**src/design/amgs_pkg.sv**
```systemverilog
package amgs_pkg;

  localparam int MaxVertices = 64;
  localparam int IdxBits     = 6;
  localparam int CntBits     = 7;
  localparam int WeightBits  = 32;
  localparam int CountBits   = 13;

  localparam logic [3:0] FN_CONNECT    = 4'd0;
  localparam logic [3:0] FN_DISCONNECT = 4'd1;
  localparam logic [3:0] FN_QUERY      = 4'd2;
  localparam logic [3:0] FN_SET_WEIGHT = 4'd3;
  localparam logic [3:0] FN_NEXT_EDGE  = 4'd4;
  localparam logic [3:0] FN_NEXT_IN    = 4'd5;
  localparam logic [3:0] FN_NEXT_OUT   = 4'd6;
  localparam logic [3:0] FN_IN_DEGREE  = 4'd7;
  localparam logic [3:0] FN_OUT_DEGREE = 4'd8;
  localparam logic [3:0] FN_COUNT_ALL  = 4'd9;

  localparam logic [1:0] ST_OK     = 2'd0;
  localparam logic [1:0] ST_NOVERT = 2'd1;
  localparam logic [1:0] ST_NOEDGE = 2'd2;
  localparam logic [1:0] ST_END    = 2'd3;

  localparam logic [0:0] CFG_VERTEX_COUNT = 1'b0;
  localparam logic [0:0] CFG_DIRECTED     = 1'b1;

  localparam logic [WeightBits-1:0] W_ONE = 32'h0001_0000;

  typedef enum logic [3:0] {
    S_IDLE, S_DECODE, S_RD_A, S_WR_A, S_RD_B, S_WR_B, S_SCAN, S_WRD, S_EMIT
  } state_t;

  typedef enum logic [2:0] {
    RK_ZERO, RK_NOVERT, RK_CONN, RK_DISC, RK_QRY, RK_END, RK_COUNT, RK_FOUND
  } res_kind_t;

  typedef struct packed {
    logic      accept;
    logic      init;
    logic      rd_a;
    logic      wr_a;
    logic      rd_b;
    logic      wr_b;
    logic      scan;
    logic      rd_found;
    logic      load;
    res_kind_t kind;
  } cmd_t;

  typedef struct packed {
    logic [3:0] func;
    logic       bad;
    logic       mirror;
    logic       present;
    logic       hit;
    logic       scan_done;
    logic       out_free;
  } sts_t;

endpackage

```
**src/design/amgs_ctrl.sv**
```systemverilog
module amgs_ctrl import amgs_pkg::*; (
  input  logic clk,
  input  logic rst,
  input  logic req_valid,
  output logic req_stall,
  input  sts_t sts,
  output cmd_t cmd
);

  state_t    state, state_next;
  res_kind_t kind, kind_next;

  always_ff @(posedge clk) begin
    if (rst) begin
      state <= S_IDLE;
      kind  <= RK_ZERO;
    end else begin
      state <= state_next;
      kind  <= kind_next;
    end
  end

  always_comb begin
    state_next = state;
    kind_next  = kind;
    cmd        = '0;
    cmd.kind   = kind;
    req_stall  = 1'b1;
    unique case (state)
      S_IDLE: begin
        req_stall = 1'b0;
        if (req_valid) begin
          cmd.accept = 1'b1;
          state_next = S_DECODE;
        end
      end
      S_DECODE: begin
        cmd.init = 1'b1;
        if (sts.func > FN_COUNT_ALL) begin
          kind_next  = RK_ZERO;
          state_next = S_EMIT;
        end else if (sts.bad) begin
          kind_next  = RK_NOVERT;
          state_next = S_EMIT;
        end else if (sts.func <= FN_SET_WEIGHT) begin
          state_next = S_RD_A;
          if (sts.func == FN_CONNECT) kind_next = RK_CONN;
          else if (sts.func == FN_DISCONNECT) kind_next = RK_DISC;
          else kind_next = RK_QRY;
        end else begin
          state_next = S_SCAN;
        end
      end
      S_RD_A: begin
        cmd.rd_a   = 1'b1;
        state_next = S_WR_A;
      end
      S_WR_A: begin
        cmd.wr_a = 1'b1;
        if (sts.mirror && (sts.func <= FN_DISCONNECT ||
            (sts.func == FN_SET_WEIGHT && sts.present))) begin
          state_next = S_RD_B;
        end else begin
          state_next = S_EMIT;
        end
      end
      S_RD_B: begin
        cmd.rd_b   = 1'b1;
        state_next = S_WR_B;
      end
      S_WR_B: begin
        cmd.wr_b   = 1'b1;
        state_next = S_EMIT;
      end
      S_SCAN: begin
        cmd.scan = 1'b1;
        if (sts.hit) begin
          kind_next  = RK_FOUND;
          state_next = S_WRD;
        end else if (sts.scan_done) begin
          kind_next  = (sts.func >= FN_IN_DEGREE) ? RK_COUNT : RK_END;
          state_next = S_EMIT;
        end
      end
      S_WRD: begin
        cmd.rd_found = 1'b1;
        state_next   = S_EMIT;
      end
      S_EMIT: begin
        if (sts.out_free) begin
          cmd.load   = 1'b1;
          state_next = S_IDLE;
        end
      end
      default: state_next = S_IDLE;
    endcase
  end

endmodule

```
**config.mk**
```make
export PLATFORM = sky130hd
export DESIGN_NAME = amgs_ctrl
export DESIGN_NICKNAME = d
export VERILOG_FILES = /design/src/design/amgs_pkg.sv /design/src/design/amgs_ctrl.sv
export SDC_FILE = /design/constraint.sdc
export NUM_CORES = 1
export LEC_CHECK = 0
export ABC_AREA = 1
export BUFFER_PORTS_ARGS = -buffer_cell sky130_fd_sc_hd__buf_2
export CORE_MARGIN = 2
export CORE_UTILIZATION = 46
export DETAILED_ROUTE_END_ITERATION = 16
export PLACE_DENSITY = 0.86
export SLEW_MARGIN = 20
export SYNTH_ARGS = -nofsm -noshare
export SYNTH_HDL_FRONTEND = slang
export SYNTH_SLANG_ARGS = --single-unit
export TNS_END_PERCENT = 100
```
**constraint.sdc**
```tcl
create_clock -name clk -period 1.65 [get_ports clk]
set_input_delay 0.165 -clock clk [delete_from_list [all_inputs] [get_ports clk]]
set_output_delay 0.165 -clock clk [all_outputs]
set_load 0.05 [all_outputs]
```
==> results of run 1 <==
==> synth_stat cells, types with 3 or more instances <==
library cell and count:
sky130_fd_sc_hd__inv_1 15, sky130_fd_sc_hd__nor2_2 3, sky130_fd_sc_hd__nand2_4 3, sky130_fd_sc_hd__nor2_4 4, sky130_fd_sc_hd__o21ai_1 3, sky130_fd_sc_hd__nand2_1 26, sky130_fd_sc_hd__nor2_1 18, sky130_fd_sc_hd__nand3_1 14
sky130_fd_sc_hd__dfxtp_1 7
==> layout make-up <==
cell class,instances,area [sq um],share of cell area
multi-input combinational,83,443,0.539
sequential,7,143,0.174
timing repair buffer,25,128,0.155
inverter,17,63.8,0.0776
clock buffer,4,26.3,0.0320
tap,15,18.8,0.0228
==> cell families (layout without fill, tap and decap cells) <==
| logic type | Yosys count | count (layout) |
|---|---|---|
| buffers and inverters | 18 | 46 |
| and+or+nand+nor | 75 | 75 |
| AOI/OAI and AO/OA | 8 | 8 |
| DFF | 7 | 7 |
==> state kept, by name, summed over array words and instances, names as in the netlist <==
| signal | cells |
|---|---|
| kind | 3 |
| state | 4 |
==> routing by layer <==
| layer | wire (microns) | up-vias | GRT usage |
|---|---|---|---|
| li1 | - | 396 | - |
| met1 | 659 | 340 | 0.257 |
| met2 | 758 | 32 | 0.319 |
| met3 | 137 | 6 | 0.0522 |
| met4 | 45 | 0 | 0.0774 |
| met5 | 0 | - | 0 |
==> power by group <==
group / leakage (nW) / total [mW] / internal, mW / switching [mW]
combinational: 0.398 / 0.632 / 0.172 / 0.460
clock: 0.0150 / 0.162 / 0.0926 / 0.0690
sequential: 0.0580 / 0.266 / 0.212 / 0.0542
==> final timing paths <==
check                          end  cells after the start  slack, ps
min reg2reg   kind[1]$_SDFFE_PP0P_                      2        490
max                         cmd[5]                      5        160
max reg2reg   kind[1]$_SDFFE_PP0P_                      7        360
min          state[0]$_SDFFE_PP0P_                      2        110
==> cell usage in the layout, fill, tap and decap left out <==
cell type	netlist	final
sky130_fd_sc_hd__a21oi_1	1	1
sky130_fd_sc_hd__a21oi_2	1	1
sky130_fd_sc_hd__and2_1	1	1
sky130_fd_sc_hd__buf_2	0	24
sky130_fd_sc_hd__clkbuf_1	0	1
sky130_fd_sc_hd__clkbuf_4	0	4
sky130_fd_sc_hd__dfxtp_1	7	5
sky130_fd_sc_hd__dfxtp_2	0	2
sky130_fd_sc_hd__inv_1	15	15
sky130_fd_sc_hd__inv_2	2	2
sky130_fd_sc_hd__nand2_1	26	26
sky130_fd_sc_hd__nand2_2	1	1
sky130_fd_sc_hd__nand2_4	3	3
sky130_fd_sc_hd__nand3_1	14	14
sky130_fd_sc_hd__nand3_2	2	2
sky130_fd_sc_hd__nand4_1	1	1
sky130_fd_sc_hd__nor2_1	18	16
sky130_fd_sc_hd__nor2_2	3	4
sky130_fd_sc_hd__nor2_4	4	5
sky130_fd_sc_hd__nor3_1	2	1
sky130_fd_sc_hd__nor3_2	0	1
sky130_fd_sc_hd__o211ai_1	1	1
sky130_fd_sc_hd__o21ai_0	2	2
sky130_fd_sc_hd__o21ai_1	3	3
==> per-stage QoR <==
| step | util | cell area [sq um] | worst slack [ps] |
|---|---|---|---|
| 2_1_floorplan | - | 664 | 68.4 |
| 3_3_place_gp | 0.598 | 788 | 384 |
| 3_5_place_dp | 0.598 | 788 | 355 |
| 4_1_cts | 0.618 | 815 | 78.5 |
| 5_1_grt | 0.624 | 822 | 34.9 |
| 6_report | 0.624 | 822 | 156 |
==> critical path: cells and delay by family, from the launching register on <==
kind | cells | cell delay [ps]
buf+inv | 3 | 370
simple gates | 2 | 270
flops | 1 | 430
==> reports/results.tsv, run 1 <==
metric	value	unit
drv.max_cap_violation_count	0	
avgViaCountPerCell	5.13	
initial_utilization	0.495	
fin_worst_hold_slack	110	ps
globalRouteOverflowTotal	0	
timing_worst_slew_pin_value	326	ps
synth_simple_gate_area_share	0.585	
final_period_minus_worst_setup_slack	1490	ps
syn2layout_area_growth	26.1	%
cts_htree_levels	1	
placeableCoreArea	1320	sq um
drt.antenna.violating_nets	0	
critical_path_peak_fanout	6	
maxSlewHeadroom	0.781	
final_min_period_over_clock_period	0.906	
cp_slowest_stage_delay	430	ps
fmax	669	MHz
hold_path.startpoint	rst	
nets	150	
die_w	41.6	microns
chipHeight	41.6	microns
vdd.ir_drop.worst	0.816	mV
worst_setup_hold_path_clk_slew	60	ps
fillerInstances	128	
grt_setup_unrepaired	no	
status	finished, final reports clean	
worstSetupStartpointType	flop	
syn_inst	108	
worstSetupPathType	reg2out	
synth-adder-area-share	0	
post_synth.cell_area_avg	6.04	sq um
finalSetupViolCount	0	
synthDominantAreaCellType	sky130_fd_sc_hd__dfxtp_1	
rr_startpoint	state[2]$_SDFFE_PP0P_	
setup-tns-final	0	ps
drive_gt1_frac	0.360	
power.density_cell_area	1290	nW/um^2
gpl.final_weighted_congestion	0.849	
tritoncts.num_buffers	3	
ys_top_cells_by_area	sky130_fd_sc_hd__dfxtp_1 (21%), sky130_fd_sc_hd__nand2_1 (15%), sky130_fd_sc_hd__nand3_1 (11%), sky130_fd_sc_hd__nor2_1 (10%), sky130_fd_sc_hd__inv_1 (8.6%)	
stdcell_count	151	
postCtsResizedCells	0	
async_flop_share	0	
drt-initial-drc-count	31	
first_pass_grt_wire_length	2.71	mm
path_cells	inv_2, nor2_4, nand2_4, inv_1, clkbuf_4	
ys_ff_latch	7	
power	1.06	mW
mappedNetlistNets	121	
placed_cells_incl_taps	147	
final.setup_skew	8.36	ps
drt-wirelength-per-cell	10.6	microns
holdCritPathClass	in2reg	
leakage	0.471	nW
grt_pass1_vias	644	
placementRows	13	
cts_tree	yes	
synth.yosys.seq_area_share	0.215	
synth_top_family_by_area	simple AND/OR/NAND/NOR gates	
drt_pre_antenna_iters	5	
hold_viol_final	0	
number_of_antenna_violations_at_the_first_check_in_global_routing	0	
number_of_top_level_design_ports	26	
antenna_cells	0	
synth_compound_area_frac	0.0710	
finalWirelength	1.60	mm
cp-startpoint	state[2]$_SDFFE_PP0P_	
die_area	1730	sq um
critical-path-slowest-cell	sky130_fd_sc_hd__dfxtp_1	
critPathCaptureType	output port	
ctsRootBufferMaster	sky130_fd_sc_hd__clkbuf_4	
synth_enable_flop_cells	0	
cts_buffer_depth	2	
remaining_drc_errors	0	
worst-endpoint-required	1480	ps
largest_net_degree_at_the_start_of_global_routing	9	
io_buffers	25	
synth_mux_area_frac	0	
post-dp-hpwl	1.34	mm
synthesis.area	652	sq um
grt.total_usage	0.201	
holdBufCountCts	0	
vias	774	
synthDistinctLibCells	20	
synthXorXnorAreaFrac	0	
synth_top_area_frac	0.215	
final-max-slew-violation-count	0	
worst_skew_pair.late_latency	260	ps
synth_flop_cell	sky130_fd_sc_hd__dfxtp_1	
clock_sinks	7	
synth_warn	0	
postCtsSetupRepairBufs	0	
crit_arrival	1330	ps
(Power assumes the default switching activity.)
==> run 2, diff against run 1 <==
==> constraint.sdc (replaced) <==
create_clock -name clk -period 1.65 [get_ports clk]
set_input_delay 0.33 -clock clk [delete_from_list [all_inputs] [get_ports clk]]
set_output_delay 0.33 -clock clk [all_outputs]
set_load 0.05 [all_outputs]
==> reports/results.tsv, run 2 (same netlist as run 1, synthesis figures left out) <==
metric	value	unit
die_w	41.6	microns
cts_buffer_depth	2	
drt-wirelength-per-cell	9.93	microns
remaining_drc_errors	0	
final_min_period_over_clock_period	0.963	
crit_arrival	1260	ps
worst_setup_hold_path_clk_slew	50	ps
finalSetupViolCount	0	
globalRouteOverflowTotal	0	
drt_pre_antenna_iters	4	
finalWirelength	1.50	mm
reg2reg_depth	7	
avgViaCountPerCell	4.86	
antenna_cells	0	
chipHeight	41.6	microns
critPathCaptureType	output port	
postCtsSetupRepairBufs	0	
cell_internal_pwr	0.491	mW
reg2reg_slack	380	ps
drv.max_cap_violation_count	0	
vias	734	
vdd.ir_drop.worst	0.863	mV
power_frac_clock	0.148	
number_of_antenna_violations_at_the_first_check_in_global_routing	0	
leakage	0.470	nW
final.setup.worst_slack	60.8	ps
initial_utilization	0.495	
io_buffers	25	
fillerInstances	132	
post-dp-hpwl	1.25	mm
critical_path_peak_fanout	6	
cts_tree	yes	
most_common_library_cell_in_the_layout_ignoring_fill_and_taps	sky130_fd_sc_hd__nand2_1	
final-max-slew-violation-count	0	
comb_power_share	0.601	
worst-endpoint-required	1320	ps
clock_sinks	7	
placementRows	13	
timing_worst_slew_pin_value	299	ps
tritoncts.num_buffers	3	
holdPathEnd	kind[0]$_SDFFE_PP0P_	
die_area	1730	sq um
worstSetupStartpointType	flop	
cts_htree_levels	1	
drt.antenna.violating_nets	0	
largest_register_ffs	4	
status	finished, final reports clean	
mostFrequentLayoutCells	sky130_fd_sc_hd__nand2_1 (26), sky130_fd_sc_hd__buf_2 (19), sky130_fd_sc_hd__nor2_1 (15), sky130_fd_sc_hd__inv_1 (14), sky130_fd_sc_hd__nand3_1 (14)	
final_period_minus_worst_setup_slack	1590	ps
reg2reg_to	kind[1]$_SDFFE_PP0P_	
ctsRootBufferMaster	sky130_fd_sc_hd__clkbuf_4	
largest_net_degree_at_the_start_of_global_routing	9	
sw_frac_of_total	0.537	
min_delay_path_depth	2	
final.setup_skew	1.96	ps
holdCritPathClass	in2reg	
setup-tns-final	0	ps
fmax	629	MHz
largestRegisters	state (4), kind (3)	
syn2layout_area_growth	28.4	%
rr_startpoint	state[2]$_SDFFE_PP0P_	
switching_power	0.570	mW
nets	150	
number_of_top_level_design_ports	26	
hold_viol_final	0	
largest_register	state	
power_frac_seq	0.251	
maxSlewHeadroom	0.799	
grt_pass1_vias	641	
dp_slack	207	ps
drt-initial-drc-count	17	
gpl.final_weighted_congestion	0.838	
drive_gt1_frac	0.382	
grt.total_usage	0.180	
worstSetupPathType	reg2out	
first_pass_grt_wire_length	2.48	mm
hold_path.startpoint	rst	
placeableCoreArea	1320	sq um
worst_skew_pair.late_latency	250	ps
power.density_cell_area	1270	nW/um^2
-- run 2: routing by layer --
metal	up-vias	global-route usage	part of all wire
li1	396	-	-
met2	21	0.309	0.50
met5	-	0	0
met3	4	0.0348	0.064
met4	0	0.0839	0.0093
met1	313	0.213	0.43
-- run 2: area by class of cell --
cell class,count,area (sq um),area share
multi-input cells,83,440,0.526
repair buffers,25,144,0.172
well taps,15,18.8,0.0224
flip-flops and latches,7,144,0.172
inverters,17,63.8,0.0762
clock buffers,4,26.3,0.0314
-- run 2: worst max-delay path by stage --
stage                     startpoint  endpoint  slack [ps]  cells after the start
2_1_floorplan  state[0]$_SDFFE_PP0P_   cmd[11]        -200                      4
3_3_place_gp   state[0]$_SDFFE_PP0P_   cmd[11]         230                      4
3_5_place_dp   state[0]$_SDFFE_PP0P_   cmd[11]         210                      4
4_1_cts        state[1]$_SDFFE_PP0P_    cmd[9]           8                      5
5_1_grt        state[2]$_SDFFE_PP0P_    cmd[5]          -4                      5
6_report       state[2]$_SDFFE_PP0P_    cmd[5]          60                      5
-- run 2: power groups by stage --
stage | combinational [mW] | clock (mW) | sequential (mW)
floorplan | 0.488 | 0 | 0.311
global placement | 0.615 | 0 | 0.258
detailed placement | 0.619 | 0 | 0.262
CTS | 0.627 | 0.162 | 0.262
global route | 0.689 | 0.172 | 0.274
finish | 0.637 | 0.157 | 0.266
-- run 2: what timing repair did --
item | in CTS | in global routing
endpoints found under the hold margin | 0 | 0
endpoints found under the setup margin | 5 | 7
pin swaps | 0 | 1
hold buffers | 0 | 0
cloned | 0 | 0
gates resized for setup | 4 | 11
-- run 2: worst max-delay path: stages (launching register included) --
cell and delay, ps:
sky130_fd_sc_hd__dfxtp_1 430, sky130_fd_sc_hd__inv_2 70, sky130_fd_sc_hd__nor2_4 140, sky130_fd_sc_hd__nand2_4 100
sky130_fd_sc_hd__inv_1 100, sky130_fd_sc_hd__buf_6 160
-- run 2: per-stage QoR --
stage	instances	hold WS, ps	area (sq um)	utilization	total power [mW]
2_1_floorplan	108	392	662	-	0.799
3_3_place_gp	147	465	786	0.596	0.874
5_1_grt	151	272	837	0.635	1.13
4_1_cts	151	275	820	0.622	1.05
6_report	151	281	837	0.635	1.06
3_5_place_dp	147	468	786	0.596	0.881
==> run 3, diff against run 2 <==
CELL_PAD_IN_SITES_DETAIL_PLACEMENT = 2   (was default)
CELL_PAD_IN_SITES_GLOBAL_PLACEMENT = 2   (was default)
CORE_UTILIZATION = 23   (was 46)
PLACE_DENSITY = 0.87   (was 0.86)
==> reports/results.tsv, run 3 (same netlist as run 1, synthesis figures left out) <==
metric	value	unit
vias	799	
comb_power_share	0.610	
largest_net_degree_at_the_start_of_global_routing	9	
antenna_cells	0	
gpl.final_weighted_congestion	0.791	
holdPathEnd	kind[0]$_SDFFE_PP0P_	
die_area	3280	sq um
cell_internal_pwr	0.505	mW
worstSetupStartpointType	flop	
mostFrequentLayoutCells	sky130_fd_sc_hd__nand2_1 (26), sky130_fd_sc_hd__buf_2 (17), sky130_fd_sc_hd__nor2_1 (15), sky130_fd_sc_hd__inv_1 (14), sky130_fd_sc_hd__nand3_1 (14)	
placeableCoreArea	2730	sq um
grt.total_usage	0.155	
holdCritPathClass	in2reg	
min_delay_path_depth	2	
cts_tree	yes	
dp_slack	124	ps
worst_setup_hold_path_clk_slew	50	ps
number_of_antenna_violations_at_the_first_check_in_global_routing	0	
hold_viol_final	0	
critical-path-top-cell-by-count	sky130_fd_sc_hd__nor2_2	
vdd.ir_drop.worst	0.651	mV
final.setup_skew	1.77	ps
remaining_drc_errors	0	
final_period_minus_worst_setup_slack	1590	ps
power_frac_seq	0.244	
drt-wirelength-per-cell	13.5	microns
avgViaCountPerCell	4.70	
die_w	57.2	microns
timing_worst_slew_pin_value	349	ps
largest_register_ffs	4	
sw_frac_of_total	0.547	
ctsRootBufferMaster	sky130_fd_sc_hd__clkbuf_4	
drive_gt1_frac	0.403	
nets	153	
grt_setup_unrepaired	no	
reg2reg_to	kind[1]$_SDFFE_PP0P_	
worst_skew_pair.late_latency	260	ps
cp_slowest_stage_delay	380	ps
power.density_cell_area	1240	nW/um^2
cts_htree_levels	1	
switching_power	0.609	mW
critical_path_peak_fanout	8	
fillerInstances	347	
status	finished, final reports clean	
io_buffers	25	
rr_startpoint	state[2]$_SDFFE_PP0P_	
placementRows	19	
final.setup.worst_slack	55.6	ps
setup-tns-final	0	ps
largest_register	state	
holdBufCountCts	0	
post-route-util	0.327	
reg2reg_depth	8	
finalWirelength	2.30	mm
worstSetupPathType	reg2out	
number_of_top_level_design_ports	26	
drt.antenna.violating_nets	0	
leakage	0.486	nW
path_cells	nor2_2, nand2_1, nor2_2, buf_4	
grt_pass1_vias	865	
globalRouteOverflowTotal	0	
maxSlewHeadroom	0.766	
drt_pre_antenna_iters	2	
syn2layout_area_growth	37.2	%
crit_arrival	1260	ps
hold_path.startpoint	rst	
tritoncts.num_buffers	3	
post-dp-hpwl	1.93	mm
largestRegisters	state (4), kind (3)	
first_pass_grt_wire_length	3.89	mm
drt-initial-drc-count	4	
power_frac_clock	0.146	
reg2reg_slack	290	ps
final-max-slew-violation-count	0	
cts_buffer_depth	2	
most_common_library_cell_in_the_layout_ignoring_fill_and_taps	sky130_fd_sc_hd__nand2_1	
fmax	627	MHz
critPathCaptureType	output port	
final_min_period_over_clock_period	0.966	
finalSetupViolCount	0	
drv.max_cap_violation_count	0	
worst-endpoint-required	1320	ps
initial_utilization	0.238	
critical-path-slowest-cell	sky130_fd_sc_hd__dfxtp_2	
chipHeight	57.2	microns
clock_sinks	7	
## run 3: cell count changes in the layout (fill, tap and decap cells not counted), sizes merged
cell	before	now
buf	24	25
clkbuf	5	7
## run 3: critical path, delay by kind of cell, from the launching register on
family / cells / cell delay (ps)
flops: 1 / 380
buf+inv: 1 / 200
simple gates: 3 / 430
## run 3: worst max-delay path by stage
| stage | start | to | cells past startpoint |
|---|---|---|---|
| floorplan | state[0]$_SDFFE_PP0P_ | cmd[11] | 4 |
| global placement | state[0]$_SDFFE_PP0P_ | cmd[11] | 4 |
| detailed placement | state[0]$_SDFFE_PP0P_ | cmd[11] | 4 |
| CTS | state[1]$_SDFFE_PP0P_ | cmd[10] | 4 |
| global route | state[0]$_SDFFE_PP0P_ | cmd[11] | 4 |
| finish | state[0]$_SDFFE_PP0P_ | cmd[11] | 4 |
## run 3: area by class of cell
class	count	area (sq um)	share of cell area
inverter	17	63.8	0.0713
tap	31	38.8	0.0434
sequential	7	150	0.168
clock buffer	4	26.3	0.0294
timing repair buffer	28	175	0.196
multi-input combinational	83	440	0.492
## run 3: layer usage
| metal | up-vias | wire length (microns) | track usage |
|---|---|---|---|
| met1 | 382 | 932 | 0.177 |
| li1 | 400 | - | - |
| met2 | 15 | 1260 | 0.287 |
| met5 | - | 0 | 0 |
| met3 | 2 | 96 | 0.0454 |
| met4 | 0 | 9 | 0.0299 |
## run 3: stage by stage
step | std cells | total power [mW] | hold slack, ps | area (sq um)
global placement | 163 | 0.886 | 469 | 806
finish | 170 | 1.11 | 278 | 895
CTS | 167 | 1.11 | 268 | 845
floorplan | 108 | 0.799 | 392 | 662
detailed placement | 163 | 0.915 | 483 | 806
global route | 170 | 1.20 | 271 | 895
## run 3: power groups by stage
stage                     Clock [mW]  Combinational, mW  Sequential, mW
after floorplan                    0              0.488           0.311
after global placement             0              0.626           0.260
after detailed placement           0              0.649           0.267
after CTS                      0.177              0.663           0.270
after global routing           0.185              0.738           0.279
final                          0.162              0.679           0.272
## run 3: what timing repair did
item / 4_1_cts / 5_1_grt
setup endpoints to repair: 10 / 8
gates cloned: 0 / 0
setup buffers: 0 / 3
gates resized for setup: 7 / 14
pin swaps: 0 / 2
